[config.mk]
export PLATFORM = sky130hd
export DESIGN_NAME = cbcr_ctrl
export DESIGN_NICKNAME = d
export VERILOG_FILES = /design/src/cbcr_pkg.sv /design/src/cbcr_ctrl.sv
export VERILOG_INCLUDE_DIRS = /design/src /design/src/src
export SDC_FILE = /design/constraint.sdc
export NUM_CORES = 1
export LEC_CHECK = 0
export BUFFER_PORTS_ARGS = -buffer_cell sky130_fd_sc_hd__buf_2
export CORE_MARGIN = 3
export CORE_UTILIZATION = 51
export DETAILED_ROUTE_END_ITERATION = 6
export PLACE_DENSITY = 0.81
export SLEW_MARGIN = 20
export SYNTH_ARGS = -nofsm -noshare
export SYNTH_HDL_FRONTEND = slang
export SYNTH_SLANG_ARGS = --single-unit
[constraint.sdc]
create_clock -name clk_i -period 2.2 [get_ports clk_i]
set_clock_uncertainty 0.2 [all_clocks]
set_input_delay 0.22 -clock clk_i [delete_from_list [all_inputs] [get_ports clk_i]]
set_output_delay 0.22 -clock clk_i [all_outputs]
set_load 0.05 [all_outputs]
[src/circle_box_collision_resolve_top_assert.svh]
// Assertion macros shared by the circle/box resolver RTL.
// Included by modules that check their own control logic; needs clk_i and rst_ni in scope.
`ifndef CIRCLE_BOX_COLLISION_RESOLVE_TOP_ASSERT_SVH
`define CIRCLE_BOX_COLLISION_RESOLVE_TOP_ASSERT_SVH

// same-cycle implication
`define CBCR_ASSERT(name, ante, cons) \
  name: assert property (@(posedge clk_i) disable iff (!rst_ni) (ante) |-> (cons)) \
    else $error("%m: property violated");

// next-cycle implication
`define CBCR_ASSERT_NX(name, ante, cons) \
  name: assert property (@(posedge clk_i) disable iff (!rst_ni) (ante) |=> (cons)) \
    else $error("%m: property violated");

`endif

[src/cbcr_pkg.sv]
// Shared types and constants for the circle/box collision resolver.
// Used by the controller, datapath and top level.
package cbcr_pkg;

  localparam int RADIUS_W   = 23;
  localparam int TOL_W      = 16;
  localparam int EPS_W      = 25;
  localparam int DXW        = 26;  // offset width once the box test has passed
  localparam int MW         = 28;  // multiplier operand width
  localparam int PRW        = 2 * MW;
  localparam int DW         = 52;  // squared distance width
  localparam int SQW        = 26;  // integer root width
  localparam int PSW        = 27;  // push width
  localparam int QW         = 28;  // quotient width
  localparam int NW         = 56;  // dividend width
  localparam int SQRT_ITERS = 26;
  localparam int DIV_ITERS  = QW;
  localparam int CNT_W      = 5;

  localparam logic [RADIUS_W-1:0] RADIUS_RESET = 23'd5120;
  localparam logic [TOL_W-1:0]    TOL_RESET    = 16'd0;

  localparam logic REG_RADIUS = 1'b0;
  localparam logic REG_TOL    = 1'b1;
  localparam logic REQ_LOAD   = 1'b0;

  typedef enum logic [4:0] {
    ST_IDLE, ST_CLAMP, ST_DIFF, ST_MXX, ST_MYY, ST_MRR, ST_MEE, ST_CMP,
    ST_INPEN, ST_INSEL, ST_SQRT, ST_PUSH, ST_MULX, ST_MULY, ST_DIV,
    ST_MOVE, ST_RESP, ST_DONE
  } cbcr_state_e;

  typedef enum logic [4:0] {
    OP_NONE, OP_CLAMP, OP_DIFF, OP_MXX, OP_MYY, OP_MRR, OP_MEE, OP_CMP,
    OP_INPEN, OP_INSEL, OP_SQRT, OP_PUSH, OP_MULX, OP_MULY, OP_DIV,
    OP_MOVE, OP_RESP
  } cbcr_op_e;

  typedef struct packed {
    cbcr_op_e op;
    logic     accept;
    logic     out_load;
  } cbcr_cmd_t;

  typedef struct packed {
    logic req_box;
    logic pre_hit;
    logic hit;
    logic at_centre;
  } cbcr_status_t;

endpackage

[src/cbcr_ctrl.sv]
// Sequencer of the resolver: walks one word through the datapath steps.
// Depends on cbcr_pkg and the assertion macro header.
module cbcr_ctrl (
  input  logic                  clk_i,
  input  logic                  rst_ni,
  input  logic                  in_valid_i,
  output logic                  in_ready_o,
  output logic                  out_valid_o,
  input  logic                  out_ready_i,
  input  cbcr_pkg::cbcr_status_t status_i,
  output cbcr_pkg::cbcr_cmd_t    cmd_o
);
  import cbcr_pkg::*;

  cbcr_state_e      state_q, state_d;
  logic [CNT_W-1:0] cnt_q, cnt_d;
  logic             out_valid_q, out_valid_d;
  logic             accept, out_load;

  assign accept   = in_valid_i && (state_q == ST_IDLE);
  assign out_load = (state_q == ST_DONE) && (!out_valid_q || out_ready_i);

  always_comb begin
    state_d = state_q;
    case (state_q)
      ST_IDLE:  if (accept) state_d = (status_i.req_box) ? ST_CLAMP : ST_DONE;
      ST_CLAMP: state_d = ST_DIFF;
      ST_DIFF:  state_d = status_i.pre_hit ? ST_MXX : ST_DONE;
      ST_MXX:   state_d = ST_MYY;
      ST_MYY:   state_d = ST_MRR;
      ST_MRR:   state_d = ST_MEE;
      ST_MEE:   state_d = ST_CMP;
      ST_CMP: begin
        if (!status_i.hit) state_d = ST_DONE;
        else if (status_i.at_centre) state_d = ST_INPEN;
        else state_d = ST_SQRT;
      end
      ST_INPEN: state_d = ST_INSEL;
      ST_INSEL: state_d = ST_RESP;
      ST_SQRT:  if (cnt_q == CNT_W'(SQRT_ITERS - 1)) state_d = ST_PUSH;
      ST_PUSH:  state_d = ST_MULX;
      ST_MULX:  state_d = ST_MULY;
      ST_MULY:  state_d = ST_DIV;
      ST_DIV:   if (cnt_q == CNT_W'(DIV_ITERS - 1)) state_d = ST_MOVE;
      ST_MOVE:  state_d = ST_RESP;
      ST_RESP:  state_d = ST_DONE;
      ST_DONE:  if (out_load) state_d = ST_IDLE;
      default:  state_d = ST_IDLE;
    endcase
  end

  always_comb begin
    cmd_o.accept   = accept;
    cmd_o.out_load = out_load;
    case (state_q)
      ST_CLAMP: cmd_o.op = OP_CLAMP;
      ST_DIFF:  cmd_o.op = OP_DIFF;
      ST_MXX:   cmd_o.op = OP_MXX;
      ST_MYY:   cmd_o.op = OP_MYY;
      ST_MRR:   cmd_o.op = OP_MRR;
      ST_MEE:   cmd_o.op = OP_MEE;
      ST_CMP:   cmd_o.op = OP_CMP;
      ST_INPEN: cmd_o.op = OP_INPEN;
      ST_INSEL: cmd_o.op = OP_INSEL;
      ST_SQRT:  cmd_o.op = OP_SQRT;
      ST_PUSH:  cmd_o.op = OP_PUSH;
      ST_MULX:  cmd_o.op = OP_MULX;
      ST_MULY:  cmd_o.op = OP_MULY;
      ST_DIV:   cmd_o.op = OP_DIV;
      ST_MOVE:  cmd_o.op = OP_MOVE;
      ST_RESP:  cmd_o.op = OP_RESP;
      default:  cmd_o.op = OP_NONE;
    endcase
  end

  always_comb begin
    cnt_d = '0;
    if (state_q == ST_SQRT || state_q == ST_DIV) cnt_d = cnt_q + CNT_W'(1);
    out_valid_d = out_valid_q;
    if (out_ready_i) out_valid_d = 1'b0;
    if (out_load) out_valid_d = 1'b1;
  end

  always_ff @(posedge clk_i or negedge rst_ni) begin
    if (!rst_ni) begin
      state_q     <= ST_IDLE;
      cnt_q       <= '0;
      out_valid_q <= 1'b0;
    end else begin
      state_q     <= state_d;
      cnt_q       <= cnt_d;
      out_valid_q <= out_valid_d;
    end
  end

  assign in_ready_o  = (state_q == ST_IDLE);
  assign out_valid_o = out_valid_q;

  `include "circle_box_collision_resolve_top_assert.svh"

  `CBCR_ASSERT(a_div_cnt_range, (state_q == ST_DIV), (cnt_q < CNT_W'(DIV_ITERS)))
  `CBCR_ASSERT_NX(a_load_sets_valid, out_load, out_valid_q)
  `CBCR_ASSERT_NX(a_load_word_short, (accept && !status_i.req_box), (state_q == ST_DONE))
endmodule

==> results of run 1 <==
## worst min-delay path: stages
cell      delay [ns]
buf_2           0.07
nand3b_1        0.10
o32ai_1         0.07
## area by class of cell
class	instances	share of cell area, %
clock buffer	4	3.196
inverter	3	1.370
multi-input combinational	61	47.79
sequential	11	33.49
tap	15	2.283
timing repair buffer	18	11.87
## synth_stat cells
master and number:
buf_4 4, nand4b_1 1, o22ai_1 3, nor3_1 4, ha_1 2, and2b_2 1
xnor2_1 2, o21ai_2 1, nand2b_1 2, buf_2 2, a21oi_1 4, o21ai_0 2
nor4_1 1, mux2i_1 2, nor4_4 1, and2_2 1, inv_1 3, nand3b_1 2
o311a_1 1, xor2_1 4, nor2_1 12, and2_1 1, nand2_1 5, nor2b_1 3
o32ai_1 1, buf_6 1, nand3_1 3, and2b_1 2, dfrtp_1 11
## repair_timing
item	in CTS	in global routing
endpoints found under the setup margin	0	1
hold buffers	1	0
hold endpoints to repair	11	0
## registers in the layout (all words and copies together), names as in the netlist
name	cells
state_q	5
cnt_q	5
out_valid_o	1
## report_power, final
part | switching (mW) | internal (mW)
registers | 0.117 | 0.249
clock network | 0.0613 | 0.0701
logic | 0.419 | 0.233
total | 0.598 | 0.551
## metal layers
metal / up-vias / wire [µm] / track usage, %
met3: 2 / 45 / 3.734
met5: - / 0 / 0
li1: 310 / - / -
met1: 281 / 626 / 20.83
met2: 10 / 697 / 24.42
met4: 0 / 8 / 9.036
## logic make-up (layout without fill, tap and decap cells)
family	after synthesis	in the layout	share of synthesized area (%)
XOR/XNOR	6	6	7.192
buffers and inverters	10	25	8.562
AND/OR/NAND/NOR	39	39	29.97
adder cells (fa/ha/maj)	2	2	3.424
multiplexers	2	2	2.740
flip-flops	11	11	37.67
AO/OA/AOI/OAI	12	12	10.45
## path summary, 6_finish.rpt
path                                             start                endpoint  slack, ns
worst max-delay path            state_q[0]$_DFFE_PN0P_                cmd_o[1]       0.11
worst min-delay path                       status_i[0]  state_q[1]$_DFFE_PN0P_       0.05
worst max register to register  state_q[4]$_DFFE_PN0P_  state_q[0]$_DFFE_PN0P_       0.49
worst min register to register      cnt_q[0]$_DFF_PN0_      cnt_q[0]$_DFF_PN0_       0.30
max in group asynchronous                       rst_ni  state_q[2]$_DFFE_PN0P_       1.43
min in group asynchronous                       rst_ni  state_q[4]$_DFFE_PN0P_       0.17
==> flow_summary.toml, run 1 <==
[run_status]
status = "completed"

[placed_design]
place_hpwl_um = 1013
gp_congestion = 0.8435
numPortBuffers = 16
place_ws_ns = 0.3763
placed_area_um2 = 785.8
placed_cells = 107

[global_routing]
antenna_found_initial = 0
overflow = 0
grt_pass1_wl_um = 2221
grt_pass1_vias = 501
groute.usage.overall_pct = 16.07
grt_max_degree = 17

[clocking]
clock-root-buffer = "clkbuf_4"
clkTransAtPathRegs_ns = 0.06
clk_path_buf_depth = 2
cts_inserted_buffers = 3
post_cts_resized = 0
clock-sinks = 11
post_cts.repair.setup_buffers = 0
cts_tree = "built"
clock_latency_ns = 0.26
htreeDepth = 1

[die]
dieWidth_um = 43.85
start_util_pct = 55.46
die_h_um = 43.85
core_um2 = 1318
fp.dieArea_um2 = 1923
num_rows = 13
io_pins = 17

[sta]
fmax_ghz = 0.4794
rsz0062_at_grt = "false"
min_period_ns = 2.086
maxSlewHeadroom_pct = 70.92
whs_ns = 0.04630
setup_viol = 0
hold_viol_final = 0
fin_tns_setup_ns = 0
tightestPinTransition_ns = 0.4363
drv_slew = 0
setup_slack_ns = 0.1139
min_period_over_period_pct = 94.82

[finish]
area_delta_synth_final_pct = 12.50
mostFrequentLayoutCells = "buf_2, nor2_1, dfrtp_1"
drive_gt1_share_pct = 24.74
fin_util_pct = 62.39
seq_area_um2 = 275.3
fill_cells = 113
n_antenna_cell = 0
final_area_um2 = 822.0
final_common_cell = "buf_2"
finalNetCount = 108
multiInputGateArea_um2 = 392.9
fin_cells = 112

[routing]
drtAntennaViolNets = 0
drtIter0Drc = 6
routed_wl_um = 1377
dr.pass1.iters = 4
drc = 0
via_per_inst = 5.384
num_vias = 603
wl_per_cell_um = 12.29

[logic_synthesis]
yosysTopAreaCellShare_pct = 37.67
mappedNetlistNets = 92
synth_top_cell_by_area = "dfrtp_1"
yosysSeqAreaShare_pct = 37.67
synth_area_leaders = "dfrtp_1, nor2_1, xor2_1, buf_4, ha_1"
ys_warn_count = 0
syn_area_um2 = 730.7
ys_types = 29
avgSynthCellArea_um2 = 8.911
syn-instance-count = 82
ys_ff_latch = 11

[setup_path]
path_buf_inv = 1
crit_family = "simple AND/OR/NAND/NOR gates"
cp-start-kind = "flop"
max_stage_delay_ns = 0.52
worstSetupEndpointType = "output pin"
worstPathMaxFanout = 12
required_ns = 1.78
crit_type = "flop to output pin"
worstPathArrival_ns = 1.67
crit_slowest_cell = "dfrtp_1"
reg2reg_depth = 4
cp_cell_sequence = "nor4_4, and2b_2, and2_1, buf_2"
crit_cells = 4

[worst_hold_path]
min_delay_path_depth = 3
min_path_type = "input pin to flop"

[power]
powerDensity_nw_per_um2 = 1398
p_total_mw = 1.149
p_leak_nw = 0.3952
ir_drop_uv = 558.2

[run]
drv_cap = 0
Power figures use the tool's default switching activity.
==> inputs of run 2 (changes only) <==
PLACE_DENSITY = unset   (was 0.81)
PLACE_DENSITY_LB_ADDON = 0.05   (was unset)
==> run 2 against run 1 <==
- flip-flop and latch count stayed put
- cell count is the same
- die area unchanged
- worst hold slack worse by 0.022 ns
- power hardly changed
- non-clock buffer count unchanged
- largest power group unchanged
- via count fell by 0.33%
- maximum frequency barely moved
- critical path depth is the same
- first-iteration DRC count shrank 67%
- sequential share of layout area grew 0.10 points
- wire length fell by 5.7%
==> flow_summary.toml, run 2 (same netlist as run 1, synthesis figures left out) <==
[run_status]
status = "completed"

[setup_path]
worstPathMaxFanout = 9
cp-start-kind = "flop"
worstSetupEndpointType = "output pin"
worstPathArrival_ns = 1.67
crit_type = "flop to output pin"
required_ns = 1.78

[finish]
fill_cells = 125
drive_gt1_share_pct = 25.77
multiInputGateArea_um2 = 392.9
finalNetCount = 108
seq_area_um2 = 276.5
n_antenna_cell = 0
area_delta_synth_final_pct = 12.67
fin_cells = 112
mostFrequentLayoutCells = "buf_2, nor2_1, dfrtp_1"
final_common_cell = "buf_2"

[sta]
fmax_ghz = 0.4793
hold_viol_final = 0
fin_tns_setup_ns = 0
rsz0062_at_grt = "false"
min_period_over_period_pct = 94.84
drv_slew = 0
tightestPinTransition_ns = 0.4477
min_period_ns = 2.087
setup_viol = 0
maxSlewHeadroom_pct = 70.15

[global_routing]
grt_max_degree = 17
groute.usage.overall_pct = 16.61
grt_use_met1_pct = 22.16
top_usage_layer = "met1"
overflow = 0
antenna_found_initial = 0
met3_usage_pct = 7.469
grt.met2_usage_pct = 22.09
grt_pass1_wl_um = 2263
grt_pass1_vias = 535

[power]
ir_drop_uv = 926.3
p_leak_nw = 0.3941
powerDensity_nw_per_um2 = 1395

[routing]
routed_wl_um = 1298
via_per_inst = 5.366
drtAntennaViolNets = 0
dr.pass1.iters = 2
wl_per_cell_um = 11.59
drc = 0
num_vias = 601
drtIter0Drc = 2

[placed_design]
placed_cells = 107
numPortBuffers = 16
place_hpwl_um = 944.9
gp_congestion = 0.8047

[clocking]
cts_tree = "built"
clkTransAtPathRegs_ns = 0.06
htreeDepth = 1
cts_inserted_buffers = 3
clk_path_buf_depth = 2
clock_latency_ns = 0.27
clock-root-buffer = "clkbuf_4"
clock-sinks = 11
post_cts.repair.setup_buffers = 0

[die]
die_h_um = 43.85
start_util_pct = 55.46
fp.dieArea_um2 = 1923
io_pins = 17
core_um2 = 1318
num_rows = 13
dieWidth_um = 43.85

[run]
drv_cap = 0

[worst_hold_path]
min_path_type = "input pin to flop"
## run 2: cell count changes in the layout (fill, tap and decap cells not counted)
| cell | change |
|---|---|
| dfrtp_1 | -1 |
| dfrtp_2 | +1 |
## run 2: final cells by class
| class | instances | share of cell area [%] |
|---|---|---|
| multi-input combinational | 61 | 47.72 |
| sequential | 11 | 33.59 |
| timing repair buffer | 18 | 11.85 |
| clock buffer | 4 | 3.191 |
| tap | 15 | 2.280 |
| inverter | 3 | 1.368 |
## run 2: path summary, 6_finish.rpt
kind                                             start                endpoint  cells after the start  slack, ns
worst max-delay path            state_q[3]$_DFFE_PN0P_                cmd_o[1]                      4       0.11
max in group asynchronous                       rst_ni  state_q[0]$_DFFE_PN0P_                      2       1.44
worst min register to register      cnt_q[0]$_DFF_PN0_      cnt_q[0]$_DFF_PN0_                      1       0.30
worst min-delay path                       status_i[0]  state_q[1]$_DFFE_PN0P_                      3       0.02
min in group asynchronous                       rst_ni      cnt_q[0]$_DFF_PN0_                      2       0.14
worst max register to register  state_q[4]$_DFFE_PN0P_  state_q[0]$_DFFE_PN0P_                      4       0.49
## run 2: metal layers
layer / up-vias / wire length (µm)
met5: - / 0
li1: 308 / -
met2: 16 / 544
met1: 272 / 628
met4: 0 / 30
met3: 5 / 94
## run 2: timing repair
item                                    4_1_cts  5_1_grt
endpoints found under the hold margin        11        0
endpoints found under the setup margin        0        1
hold buffers                                  1        0
resized for setup                             0        1
## run 2: worst max-delay path, cell delays in order, from the launching register on
cell and delay [ns]:
dfrtp_1 0.48, nor4_4 0.36, and2b_2 0.20, and2_1 0.11
buf_2 0.25
## run 2: power breakdown
group          internal (mW)  switching (mW)  total (mW)
clock                 0.0703          0.0634       0.134
combinational          0.233           0.414       0.647
sequential             0.251           0.117       0.368
## run 2: through the flow
step                      power [mW]  util [%]  setup WS (ns)  instance area, µm²  hold WS [ns]
after floorplan               0.9365         -         0.2760               730.7       -0.2756
after global placement         1.016     59.64         0.4046               785.8       -0.1003
after detailed placement       1.016     59.64         0.3780               785.8       -0.1010
after CTS                      1.159     62.39        0.07350               822.0       0.02279
after global routing           1.244     62.49        0.01101               823.3       0.04747
final                          1.148     62.49         0.1135               823.3       0.02431
